==> config.mk <==
export PLATFORM = sky130hd
export DESIGN_NAME = length_prefixed_adler32_deframer_core
export DESIGN_NICKNAME = d
export VERILOG_FILES = /design/src/hw/rtl/lpad_pkg.sv /design/src/hw/rtl/lpad_queue.sv /design/src/hw/rtl/lpad_front.sv /design/src/hw/rtl/lpad_back.sv /design/src/hw/rtl/length_prefixed_adler32_deframer_core.sv
export VERILOG_INCLUDE_DIRS = /design/src /design/src/hw/rtl
export SDC_FILE = /design/constraint.sdc
export NUM_CORES = 1
export LEC_CHECK = 0
export BUFFER_PORTS_ARGS = -buffer_cell sky130_fd_sc_hd__buf_2
export CORE_MARGIN = 2
export CORE_UTILIZATION = 45
export CTS_CLUSTER_DIAMETER = 100
export DETAILED_ROUTE_END_ITERATION = 8
export PLACE_DENSITY = 0.69
export SYNTH_ARGS = -nofsm -noshare
export SYNTH_HDL_FRONTEND = slang
export SYNTH_SLANG_ARGS = --single-unit
==> constraint.sdc <==
create_clock -name clk -period 7.7 [get_ports clk]
set_input_delay 1.54 -clock clk [delete_from_list [all_inputs] [get_ports clk]]
set_output_delay 1.54 -clock clk [all_outputs]
set_load 0.01 [all_outputs]
==> src/hw/rtl/length_prefixed_adler32_deframer_core_macros.svh <==
// ---------------------------------------------------------------------------
// assertion macros shared by the deframer rtl
// ---------------------------------------------------------------------------
`ifndef LENGTH_PREFIXED_ADLER32_DEFRAMER_CORE_MACROS_SVH
`define LENGTH_PREFIXED_ADLER32_DEFRAMER_CORE_MACROS_SVH

// plain check, sampled on clk, off during reset
`define LPAD_ASSERT(label, prop, msg) \
  label: assert property (@(posedge clk) disable iff (rst) (prop)) else $error(msg);

// implication check, sampled on clk, off during reset
`define LPAD_ASSERT_IMP(label, cond, prop, msg) \
  label: assert property (@(posedge clk) disable iff (rst) (cond) |-> (prop)) else $error(msg);

// next-cycle check, sampled on clk, off during reset
`define LPAD_ASSERT_NEXT(label, cond, prop, msg) \
  label: assert property (@(posedge clk) disable iff (rst) (cond) |=> (prop)) else $error(msg);

`endif

==> src/hw/rtl/lpad_pkg.sv <==
`timescale 1ns / 1ps
// ---------------------------------------------------------------------------
// lpad_pkg
// shared types and constants of the length-prefixed adler-32 deframer
// ---------------------------------------------------------------------------
package lpad_pkg;

  // frame length width and largest representable length
  localparam int LEN_W = 16;
  localparam logic [31:0] LEN_MAX = 32'((64'd1 << LEN_W) - 64'd1);

  // adler-32 modulus
  localparam logic [16:0] ADLER_MOD = 17'd65521;

  // queue between front and back
  localparam int QDEPTH = 2;
  localparam int QPTR_W = (QDEPTH > 1) ? $clog2(QDEPTH) : 1;
  localparam int QCNT_W = $clog2(QDEPTH + 1);

  // configuration register indexes
  localparam logic [7:0] CFG_MIN_NAME_LEN  = 8'd0;
  localparam logic [7:0] CFG_MAX_FRAME_LEN = 8'd1;

  // region tags
  localparam logic [1:0] RGN_NAME_LEN = 2'd0;
  localparam logic [1:0] RGN_NAME     = 2'd1;
  localparam logic [1:0] RGN_BODY     = 2'd2;
  localparam logic [1:0] RGN_TRAILER  = 2'd3;

  // frame status codes
  localparam logic [1:0] ST_OK       = 2'd0;
  localparam logic [1:0] ST_BAD_LEN  = 2'd1;
  localparam logic [1:0] ST_CHECKSUM = 2'd2;
  localparam logic [1:0] ST_BAD_NAME = 2'd3;

  // classified item handed from front to back
  typedef struct packed {
    logic [7:0] data;
    logic [1:0] region;
    logic       sum_en;    // byte goes into the running checksum
    logic       last;      // last payload byte of the frame
    logic       err;       // invalid frame length result
    logic       name_bad;  // name length out of range, valid with last
  } item_t;

endpackage

==> src/hw/rtl/lpad_queue.sv <==
`timescale 1ns / 1ps
// ---------------------------------------------------------------------------
// lpad_queue
// small register fifo that decouples the parser front from the back end
// ---------------------------------------------------------------------------
`include "length_prefixed_adler32_deframer_core_macros.svh"

module lpad_queue (
  input  logic            clk,
  input  logic            rst,
  input  logic            push,
  input  lpad_pkg::item_t push_item,
  output logic            full,
  input  logic            pop,
  output logic            not_empty,
  output lpad_pkg::item_t pop_item
);

  lpad_pkg::item_t                   entries [lpad_pkg::QDEPTH];
  logic [lpad_pkg::QPTR_W-1:0]       wr_ptr;
  logic [lpad_pkg::QPTR_W-1:0]       rd_ptr;
  logic [lpad_pkg::QCNT_W-1:0]       count;

  assign full      = (count == lpad_pkg::QCNT_W'(lpad_pkg::QDEPTH));
  assign not_empty = (count != '0);
  assign pop_item  = entries[rd_ptr];

  // storage
  always_ff @(posedge clk) begin
    if (push) begin
      entries[wr_ptr] <= push_item;
    end
  end

  // pointers and fill count
  always_ff @(posedge clk) begin
    if (rst) begin
      wr_ptr <= '0;
      rd_ptr <= '0;
      count  <= '0;
    end else begin
      if (push) begin
        wr_ptr <= (wr_ptr == lpad_pkg::QPTR_W'(lpad_pkg::QDEPTH - 1)) ? '0 : wr_ptr + 1'b1;
      end
      if (pop) begin
        rd_ptr <= (rd_ptr == lpad_pkg::QPTR_W'(lpad_pkg::QDEPTH - 1)) ? '0 : rd_ptr + 1'b1;
      end
      if (push && !pop) begin
        count <= count + 1'b1;
      end else if (pop && !push) begin
        count <= count - 1'b1;
      end
    end
  end

  `LPAD_ASSERT(a_q_count_range, count <= lpad_pkg::QCNT_W'(lpad_pkg::QDEPTH), "queue count overflow")
  `LPAD_ASSERT_IMP(a_q_pop_nonempty, pop, not_empty, "pop from empty queue")

endmodule

==> src/hw/rtl/lpad_front.sv <==
`timescale 1ns / 1ps
// ---------------------------------------------------------------------------
// lpad_front
// frame parser: gathers the length field, checks it and tags payload bytes
// ---------------------------------------------------------------------------
`include "length_prefixed_adler32_deframer_core_macros.svh"

module lpad_front (
  input  logic            clk,
  input  logic            rst,
  input  logic            accept,
  input  logic [7:0]      in_byte,
  input  logic [7:0]      min_name_len,
  input  logic [15:0]     max_frame_len,
  output logic            push,
  output lpad_pkg::item_t push_item
);

  localparam logic PH_LENGTH  = 1'b0;
  localparam logic PH_PAYLOAD = 1'b1;
  localparam int   LW         = lpad_pkg::LEN_W;

  logic          phase;
  logic [31:0]   length_shift;
  logic [LW-1:0] frame_length;
  logic [LW-1:0] byte_count;
  logic [31:0]   name_length;
  logic [LW-1:0] name_ext;
  logic          name_bad;
  logic          error_lock;

  logic [31:0]   len_new;
  logic [31:0]   len_limit;
  logic [31:0]   len_min;
  logic          len_bad;
  logic [LW-1:0] span;
  logic [LW-1:0] trail_start;
  logic [LW-1:0] last_idx;
  logic [31:0]   nl_new;
  logic [31:0]   span_ext;
  logic          nl_bad;
  logic          is_last;
  logic [1:0]    rgn;

  // length field check
  always_comb begin
    len_new   = {length_shift[23:0], in_byte};
    len_min   = {24'd0, min_name_len} + 32'd8;
    len_limit = ({16'd0, max_frame_len} > lpad_pkg::LEN_MAX) ? lpad_pkg::LEN_MAX
                                                              : {16'd0, max_frame_len};
    len_bad   = (len_new < len_min) || (len_new > len_limit);
  end

  // payload position classification
  always_comb begin
    span        = frame_length - LW'(8);
    trail_start = frame_length - LW'(4);
    last_idx    = frame_length - LW'(1);
    nl_new      = {name_length[23:0], in_byte};
    span_ext    = 32'(span);
    nl_bad      = (nl_new < {24'd0, min_name_len}) || (nl_new > span_ext);
    is_last     = (byte_count == last_idx);
    if (byte_count < LW'(4)) begin
      rgn = lpad_pkg::RGN_NAME_LEN;
    end else if (byte_count >= trail_start) begin
      rgn = lpad_pkg::RGN_TRAILER;
    end else if ((byte_count - LW'(4)) < name_ext) begin
      rgn = lpad_pkg::RGN_NAME;
    end else begin
      rgn = lpad_pkg::RGN_BODY;
    end
  end

  // item toward the queue
  always_comb begin
    push      = 1'b0;
    push_item = '0;
    if (accept && !error_lock) begin
      if (phase == PH_LENGTH) begin
        if (byte_count[1:0] == 2'd3 && len_bad) begin
          push           = 1'b1;
          push_item.err  = 1'b1;
          push_item.last = 1'b1;
        end
      end else begin
        push               = 1'b1;
        push_item.data     = in_byte;
        push_item.region   = rgn;
        push_item.sum_en   = (byte_count < trail_start);
        push_item.last     = is_last;
        push_item.name_bad = name_bad;
      end
    end
  end

  // parser state
  always_ff @(posedge clk) begin
    if (rst) begin
      phase        <= PH_LENGTH;
      length_shift <= '0;
      frame_length <= '0;
      byte_count   <= '0;
      name_length  <= '0;
      name_ext     <= '0;
      name_bad     <= 1'b0;
      error_lock   <= 1'b0;
    end else if (accept && !error_lock) begin
      if (phase == PH_LENGTH) begin
        length_shift <= len_new;
        if (byte_count[1:0] != 2'd3) begin
          byte_count <= byte_count + 1'b1;
        end else if (len_bad) begin
          error_lock <= 1'b1;
        end else begin
          frame_length <= len_new[LW-1:0];
          byte_count   <= '0;
          phase        <= PH_PAYLOAD;
        end
      end else begin
        if (byte_count < LW'(4)) begin
          name_length <= nl_new;
        end
        if (byte_count == LW'(3)) begin
          name_bad <= nl_bad;
          name_ext <= (nl_new > span_ext) ? span : nl_new[LW-1:0];
        end
        if (is_last) begin
          phase        <= PH_LENGTH;
          length_shift <= '0;
          frame_length <= '0;
          byte_count   <= '0;
          name_length  <= '0;
          name_ext     <= '0;
          name_bad     <= 1'b0;
        end else begin
          byte_count <= byte_count + 1'b1;
        end
      end
    end
  end

  `LPAD_ASSERT_IMP(a_fr_lock_silent, error_lock, !push, "item pushed while locked")
  `LPAD_ASSERT_NEXT(a_fr_err_locks, push && push_item.err, error_lock, "length error did not lock")

endmodule

==> src/hw/rtl/lpad_back.sv <==
`timescale 1ns / 1ps
// ---------------------------------------------------------------------------
// lpad_back
// adler-32 accumulation, status resolution and output register
// ---------------------------------------------------------------------------
`include "length_prefixed_adler32_deframer_core_macros.svh"

module lpad_back (
  input  logic            clk,
  input  logic            rst,
  input  logic            not_empty,
  input  lpad_pkg::item_t item,
  output logic            pop,
  output logic            out_valid,
  input  logic            out_ready,
  output logic [7:0]      out_byte,
  output logic [1:0]      region,
  output logic            frame_end,
  output logic [1:0]      status
);

  logic [15:0] adler_low;
  logic [15:0] adler_high;
  logic [31:0] received_sum;

  logic [16:0] low_sum;
  logic [15:0] low_next;
  logic [16:0] high_sum;
  logic [15:0] high_next;
  logic [31:0] rs_next;
  logic [1:0]  st;

  // take an item when the output register is free or being drained
  assign pop = not_empty && (!out_valid || out_ready);

  // running checksum and trailer status
  always_comb begin
    low_sum   = {1'b0, adler_low} + {9'd0, item.data};
    low_next  = (low_sum >= lpad_pkg::ADLER_MOD) ? 16'(low_sum - lpad_pkg::ADLER_MOD)
                                                 : low_sum[15:0];
    high_sum  = {1'b0, adler_high} + {1'b0, low_next};
    high_next = (high_sum >= lpad_pkg::ADLER_MOD) ? 16'(high_sum - lpad_pkg::ADLER_MOD)
                                                  : high_sum[15:0];
    rs_next   = {received_sum[23:0], item.data};
    if ({adler_high, adler_low} != rs_next) begin
      st = lpad_pkg::ST_CHECKSUM;
    end else if (item.name_bad) begin
      st = lpad_pkg::ST_BAD_NAME;
    end else begin
      st = lpad_pkg::ST_OK;
    end
  end

  // checksum state
  always_ff @(posedge clk) begin
    if (rst) begin
      adler_low    <= 16'd1;
      adler_high   <= '0;
      received_sum <= '0;
    end else if (pop && !item.err) begin
      if (item.last) begin
        adler_low    <= 16'd1;
        adler_high   <= '0;
        received_sum <= '0;
      end else if (item.sum_en) begin
        adler_low  <= low_next;
        adler_high <= high_next;
      end else begin
        received_sum <= rs_next;
      end
    end
  end

  // output valid
  always_ff @(posedge clk) begin
    if (rst) begin
      out_valid <= 1'b0;
    end else if (pop) begin
      out_valid <= 1'b1;
    end else if (out_ready) begin
      out_valid <= 1'b0;
    end
  end

  // output payload
  always_ff @(posedge clk) begin
    if (pop) begin
      if (item.err) begin
        out_byte  <= '0;
        region    <= lpad_pkg::RGN_NAME_LEN;
        frame_end <= 1'b1;
        status    <= lpad_pkg::ST_BAD_LEN;
      end else begin
        out_byte  <= item.data;
        region    <= item.region;
        frame_end <= item.last;
        status    <= item.last ? st : lpad_pkg::ST_OK;
      end
    end
  end

  `LPAD_ASSERT_NEXT(a_bk_frame_restart, pop && item.last && !item.err,
    adler_low == 16'd1 && adler_high == 16'd0, "checksum not restarted after frame")

endmodule

==> src/hw/rtl/length_prefixed_adler32_deframer_core.sv <==
`timescale 1ns / 1ps
// path: an accepted payload byte or length error goes through the queue to the output register
// throughput: one byte per cycle unless stalled; the parser and checksum unit each take 1/cycle
// a 2-entry queue between front and back plus the output register absorb output stalls
// reset: synchronous, clears the parser, the error lock, the queue and the checksum state,
// and loads min_name_len 2 and max_frame_len 65535; no clearing pass
// ---------------------------------------------------------------------------
// length_prefixed_adler32_deframer_core
// deframes length-prefixed frames and checks their adler-32 trailer
// ---------------------------------------------------------------------------

module length_prefixed_adler32_deframer_core (
  input  logic        clk,
  input  logic        rst,
  input  logic        in_valid,
  output logic        in_ready,
  input  logic [7:0]  in_byte,
  output logic        out_valid,
  input  logic        out_ready,
  output logic [7:0]  out_byte,
  output logic [1:0]  region,
  output logic        frame_end,
  output logic [1:0]  status,
  input  logic        cfg_valid,
  output logic        cfg_ready,
  input  logic [7:0]  cfg_index,
  input  logic [15:0] cfg_data
);

  logic [7:0]      min_name_len;
  logic [15:0]     max_frame_len;
  logic            q_push;
  logic            q_full;
  logic            q_pop;
  logic            q_not_empty;
  lpad_pkg::item_t q_in;
  lpad_pkg::item_t q_out;

  assign cfg_ready = 1'b1;
  assign in_ready  = !q_full;

  // configuration registers
  always_ff @(posedge clk) begin
    if (rst) begin
      min_name_len  <= 8'd2;
      max_frame_len <= 16'hFFFF;
    end else if (cfg_valid && cfg_ready) begin
      if (cfg_index == lpad_pkg::CFG_MIN_NAME_LEN) begin
        min_name_len <= cfg_data[7:0];
      end else if (cfg_index == lpad_pkg::CFG_MAX_FRAME_LEN) begin
        max_frame_len <= cfg_data;
      end
    end
  end

  // parser front
  lpad_front u_front (
    .clk           (clk),
    .rst           (rst),
    .accept        (in_valid && in_ready),
    .in_byte       (in_byte),
    .min_name_len  (min_name_len),
    .max_frame_len (max_frame_len),
    .push          (q_push),
    .push_item     (q_in)
  );

  // decoupling queue
  lpad_queue u_queue (
    .clk       (clk),
    .rst       (rst),
    .push      (q_push),
    .push_item (q_in),
    .full      (q_full),
    .pop       (q_pop),
    .not_empty (q_not_empty),
    .pop_item  (q_out)
  );

  // checksum back end
  lpad_back u_back (
    .clk       (clk),
    .rst       (rst),
    .not_empty (q_not_empty),
    .item      (q_out),
    .pop       (q_pop),
    .out_valid (out_valid),
    .out_ready (out_ready),
    .out_byte  (out_byte),
    .region    (region),
    .frame_end (frame_end),
    .status    (status)
  );

endmodule
* Word-level counts from Yosys, hierarchy flattened
Memories as Yosys holds them, arrays and structs flattened. A register that Yosys moved wholly into a read port is not among the register bits.
Index checks and enable logic that the tools add are counted.
** Cells by class
- Bitwise operators :: 4
- Reduce and logical (&&, ||, !) cells :: 34
- $lt $le $gt $ge :: 10
- $add $sub $neg :: 14
- Eq/ne operators :: 12
- Muxes and demuxes :: 54
** Operators with widths (count)
- 2-to-1 mux 16 bit :: 17
- 2-to-1 mux 24 bit :: 6
- greater-than comparator 32 x 16 -> 1 bit :: 2
- >= comparator 17 x 16 -> 1 bit (second input constant) :: 2
- < comparator 16 bit :: 2
- < comparator 32 x 8 -> 1 bit :: 1
- < comparator 32 x 9 -> 1 bit :: 1
- != test 32 bit :: 1
- subtractor 16 bit (second input constant) :: 2
- subtractor 16 x 3 -> 16 bit (second input constant) :: 2
- 2-to-1 mux 1 bit :: 21
- adder 16 x 16 -> 17 bit :: 1
- adder 16 x 8 -> 17 bit :: 1
- adder 16 x 1 -> 16 bit (second input constant) :: 1
- equality test 16 bit :: 1
- equality test 16 x 2 -> 1 bit (second input constant) :: 1
- >= comparator 16 bit :: 1
- < comparator 16 x 3 -> 1 bit (second input constant) :: 1
- 2-to-1 mux 2 bit :: 8
- subtractor 16 x 1 -> 16 bit (second input constant) :: 1
- subtractor 16 x 4 -> 16 bit (second input constant) :: 1
- 2-to-1 mux 14 bit :: 1
- nonzero test 2 bit :: 6
- 2-to-1 mux 11 bit :: 1
- other kinds (18) :: 46
** Storage, ports and cells
- Logic and storage cells :: 151
- Register bits :: 197
- Output and inout port bits :: 16
- Memory bits (writable) :: 28
- Input port bits :: 37
- Memories kept :: 1
** Memory list
- u_queue.entries :: depth 2, width 14, read ports 1, clocked after memory_dff 1, write ports 1, line lpad_queue.sv:19 : lpad_pkg::item_t entries [lpad_pkg::QDEPTH];

* Logic depth before layout (Yosys ltp)
- Depth in word-level cells :: 11
- Gate-level depth with buffers :: 26
- Mapped depth without buffers :: 22

* Modules after synthesis
From an unflattened synthesis, not the netlist that was laid out.
** Second synthesis, totals
- Cell total of the unflattened synthesis :: 1674
- Area, all modules :: 14855.5 um2
** Modules (own cells, without submodules)
- lpad_front :: instances 1, area each 7334.5 um2, seq. area each 1981.9 um2, cells each 867
- lpad_back :: instances 1, area each 5237.5 um2, seq. area each 1531.5 um2, cells each 632
- lpad_queue :: instances 1, area each 1216.2 um2, seq. area each 940.9 um2, cells each 65
- length_prefixed_adler32_deframer_core :: instances 1, area each 1067.3 um2, seq. area each 480.5 um2, cells each 110

* Worst setup path before layout
OpenSTA, ideal clock, no wires.
- Kind :: register to register
- From :: reg (tool-made name)
- To :: reg u_back.adler_high[10]
- Library setup time :: 0.120 ns
- Stages on the path, launching flop included :: 26
- Clock period less this slack :: 7.067 ns
- Path slack :: 0.633 ns
- Buffers on the path :: 5
- Data arrival time :: 6.948 ns
- Path through :: dfxtp_1 > clkbuf_1 > buf_1 > mux2_2 > ha_1 > a21oi_1 > o21ai_1 > or2_2 > or4_1 > and4_1 > o41a_1 > clkbuf_1 > nor4_2 > nor2_1 > ha_1 > clkbuf_1 > a21oi_1 > and2_1 > o2111a_1 > or3_1 > a2111oi_2 > nor3b_1 > a31oi_1 > buf_2 > mux2i_1 > a211o_1
** RTL lines
- end signal, assigned :: line lpad_back.sv:67 : adler_high <= high_next;
- end, declared :: line lpad_back.sv:23 : logic [15:0] adler_high;

==> flow_summary.ini <==
[status]
status = finished clean

[clocking]
tritoncts = yes
clock_latency_ns = 0.55
cts.htree.levels = 1
clkSinkCount = 226
holdBufCountCts = 0
clkSlewWorstSetupHoldPaths_ns = 0.06
cts-buffers-inserted = 26
library_cell_used_as_clock_root_buffer = sky130_fd_sc_hd__clkbuf_16
clock_path_buffers = 3

[global_route]
globalRouteOverflowTotal = 0
groute.usage.overall_pct = 22.97
initial_antenna_violation_count = 0
grt_max_degree = 77
via_count_of_the_first_global_routing_pass = 11750
grt_pass1_wl_mm = 62.10

[critical_path]
cp_top_delay_family = simple AND/OR/NAND/NOR gates
worst-endpoint-arrival_ns = 7.77
crit_chain = buf_4, mux2_2, ha_1, a21oi_1, o21ai_1, or2_2, or4_1, and4_1, o41a_1, nor3b_1, xor2_1, ha_1, a21o_1, a32o_1, a2111oi_0, xnor2_1, nand3_1, nor2_1, a31oi_1, or4_1, nand3_1
endpoint_kind = flop
critPathSlowestCell = sky130_fd_sc_hd__o41a_1
cp.required_ns = 8.18
cp_max_fo = 12
timing_worst_setup_path_type = reg2reg
critical_path.startpoint_type = flop
critPathBufInv = 1
worst_path_largest_cell_delay_ns = 0.61

[layout]
drive_gt1_share_pct = 8.971
area.growth.synth_to_final_pct = 9.998
multiInputGateArea_um2 = 8930
final-seq-area_um2 = 4935
num-nets-final = 1807
utilization_pct = 50.39
nFillCells = 2915

[die]
floorplan.initialDensity_pct = 45.81
floorplan.die_area_um2 = 33650
die_h_um = 183.5
floorplan.die.width_um = 183.5
core.rowCount = 65
core-area_um2 = 31640
design.portCount = 53

[drt]
routedWlPerCell_um = 18.79
drc = 0
detail_route.vias_per_cell = 5.880
antenna_left = 0
drt_first_iter_violations = 846
vias = 12200
drt_first_pass_iters = 7
route.final.wire_length_mm = 39.00

[yosys]
synth_cells = 1657
synth_largest_type_area_fraction_pct = 25.56
synth-warning-count = 0
synthMostInstantiatedCell = sky130_fd_sc_hd__nor2_1
syn_area_per_cell_um2 = 8.746
synthTopCellsByCount = sky130_fd_sc_hd__nor2_1 (186), sky130_fd_sc_hd__dfxtp_1 (185), sky130_fd_sc_hd__ha_1 (116)
postSynth.topFlopCell = sky130_fd_sc_hd__dfxtp_1
synth-seq-area-share_pct = 34.05
syn_nets = 1812
ys_seq_elements = 226
synth_top_cells_by_area = sky130_fd_sc_hd__dfxtp_1 (26%), sky130_fd_sc_hd__ha_1 (10%), sky130_fd_sc_hd__edfxtp_1 (8.5%), sky130_fd_sc_hd__nor2_1 (4.8%), sky130_fd_sc_hd__xnor2_1 (3.7%)
syn_area_um2 = 14490
asyncSetResetFlopFracSynth_pct = 0
synth_edf_count = 41
synth.distinct_cells = 88
synth_area_leader_cell = sky130_fd_sc_hd__dfxtp_1

[min_path]
worstHoldPathType = reg2reg
hold_start = u_front.name_ext[1]$_SDFFE_PP0P_

[placed_design]
hpwl_mm = 29.38
placement.setup.worst_slack_ns = 0.3211
routabilityCongestion = 0.9120
io_buffers = 51

[power]
leakagePower_nw = 6.780
post-layout-total-power_w = 0.003698
cellPowerDensity_nw_per_um2 = 232.0
vdd_ir_drop_max_uv = 166.2

[timing]
report.final.hold_viol_count = 0
final_min_period_over_clock_period_pct = 94.64
max_freq_mhz = 137.2
timing.final.setup_violations = 0
final-max-slew-violation-count = 0
tns_ns = 0
min_period_ns = 7.287
final.setup_skew_ns = 0.01952
tightestPinTransition_ns = 1.271
fin_ws_ns = 0.4126
slew_headroom_pct = 14.95

[flow_run]
max-cap-violations = 0
area by class of cell:
type,count,area share [%]
Clock inverter,18,1.656
Clock buffer,30,4.176
Multi-Input combinational cell,1259,56.02
Tap cell,402,3.155
Inverter,74,1.743
Timing Repair Buffer,65,2.276
Sequential cell,226,30.96
Antenna cell,1,0.01570
sequential cells by signal, summed over array words and instances (netlist names), named ones only:
signal                cells
u_queue.entries          28
u_back.received_sum      24
u_front.length_shift     24
u_front.name_length      24
max_frame_len            16
u_back.adler_high        16
u_back.adler_low         16
u_front.byte_count       16
u_front.frame_length     16
u_front.name_ext         16
min_name_len              8
u_back.out_byte           8
u_back.region             2
u_back.status             2
u_queue.count             2
u_back.frame_end          1
u_back.out_valid          1
u_front.error_lock        1
u_front.name_bad          1
u_front.phase             1
u_queue.rd_ptr            1
u_queue.wr_ptr            1
power breakdown:
part / internal (W) / leakage (nW) / switching (W)
sequential: 0.00129 / 1.87 / 0.0000715
clock: 0.000824 / 0.437 / 0.000516
combinational: 0.000357 / 4.47 / 0.000640
cells by family after synthesis:
kind of cell,after synthesis,synth area share (%)
multiplexers,54,3.834
adder cells (fa/ha/maj),118,10.29
AND/OR/NAND/NOR,608,21.70
other,1,0.02588
flip-flops,226,34.05
AO/OA/AOI/OAI,357,17.83
XOR/XNOR,121,7.503
buffers and inverters,172,4.766
timing repair:
action | 4_1_cts | 5_1_grt
setup endpoints to repair | 0 | 11
resized for setup | 0 | 7
buffers inserted | 0 | 0
metrics by stage:
step	area (um^2)	std cells	hold slack (ns)
4_1_cts	15890	2074	0.4679
6_report	15940	2075	0.4646
5_1_grt	15940	2074	0.4963
3_3_place_gp	14960	2026	0.4490
2_1_floorplan	14490	1657	0.4323
3_5_place_dp	14960	2026	0.4492
path summary, 6_finish.rpt:
check | end | slack (ns) | cells after the start
worst min-delay path | u_front.name_ext[1]$_SDFFE_PP0P_ | 0.46 | 1
worst max register to register | u_back.adler_high[14]$_SDFFE_PP0P_ | 0.41 | 21
worst min register to register | u_front.name_ext[1]$_SDFFE_PP0P_ | 0.46 | 1
worst max-delay path | u_back.adler_high[14]$_SDFFE_PP0P_ | 0.41 | 21
layout by cell type, fill, tap and decap left out, types with 42 or more instances in the layout:
master                    instances
sky130_fd_sc_hd__o21ai_0         45
sky130_fd_sc_hd__xor2_1          58
sky130_fd_sc_hd__dfxtp_1        185
sky130_fd_sc_hd__mux2i_1         42
sky130_fd_sc_hd__a21oi_1         49
sky130_fd_sc_hd__inv_1           74
sky130_fd_sc_hd__buf_2           50
sky130_fd_sc_hd__a22o_1          42
sky130_fd_sc_hd__nand2_1        112
sky130_fd_sc_hd__nor2_1         186
sky130_fd_sc_hd__a22oi_1         50
sky130_fd_sc_hd__xnor2_1         61
sky130_fd_sc_hd__ha_1           116
metal layers:
metal | vias up | global-route usage [%] | part of all wire [%]
li1 | 6013 | - | -
met1 | 5744 | 29.41 | 44
met2 | 352 | 39.61 | 48
met3 | 93 | 3.051 | 4.8
met4 | 0 | 8.256 | 3.6
met5 | - | 0 | 0
Power figures use the tool's default switching activity.
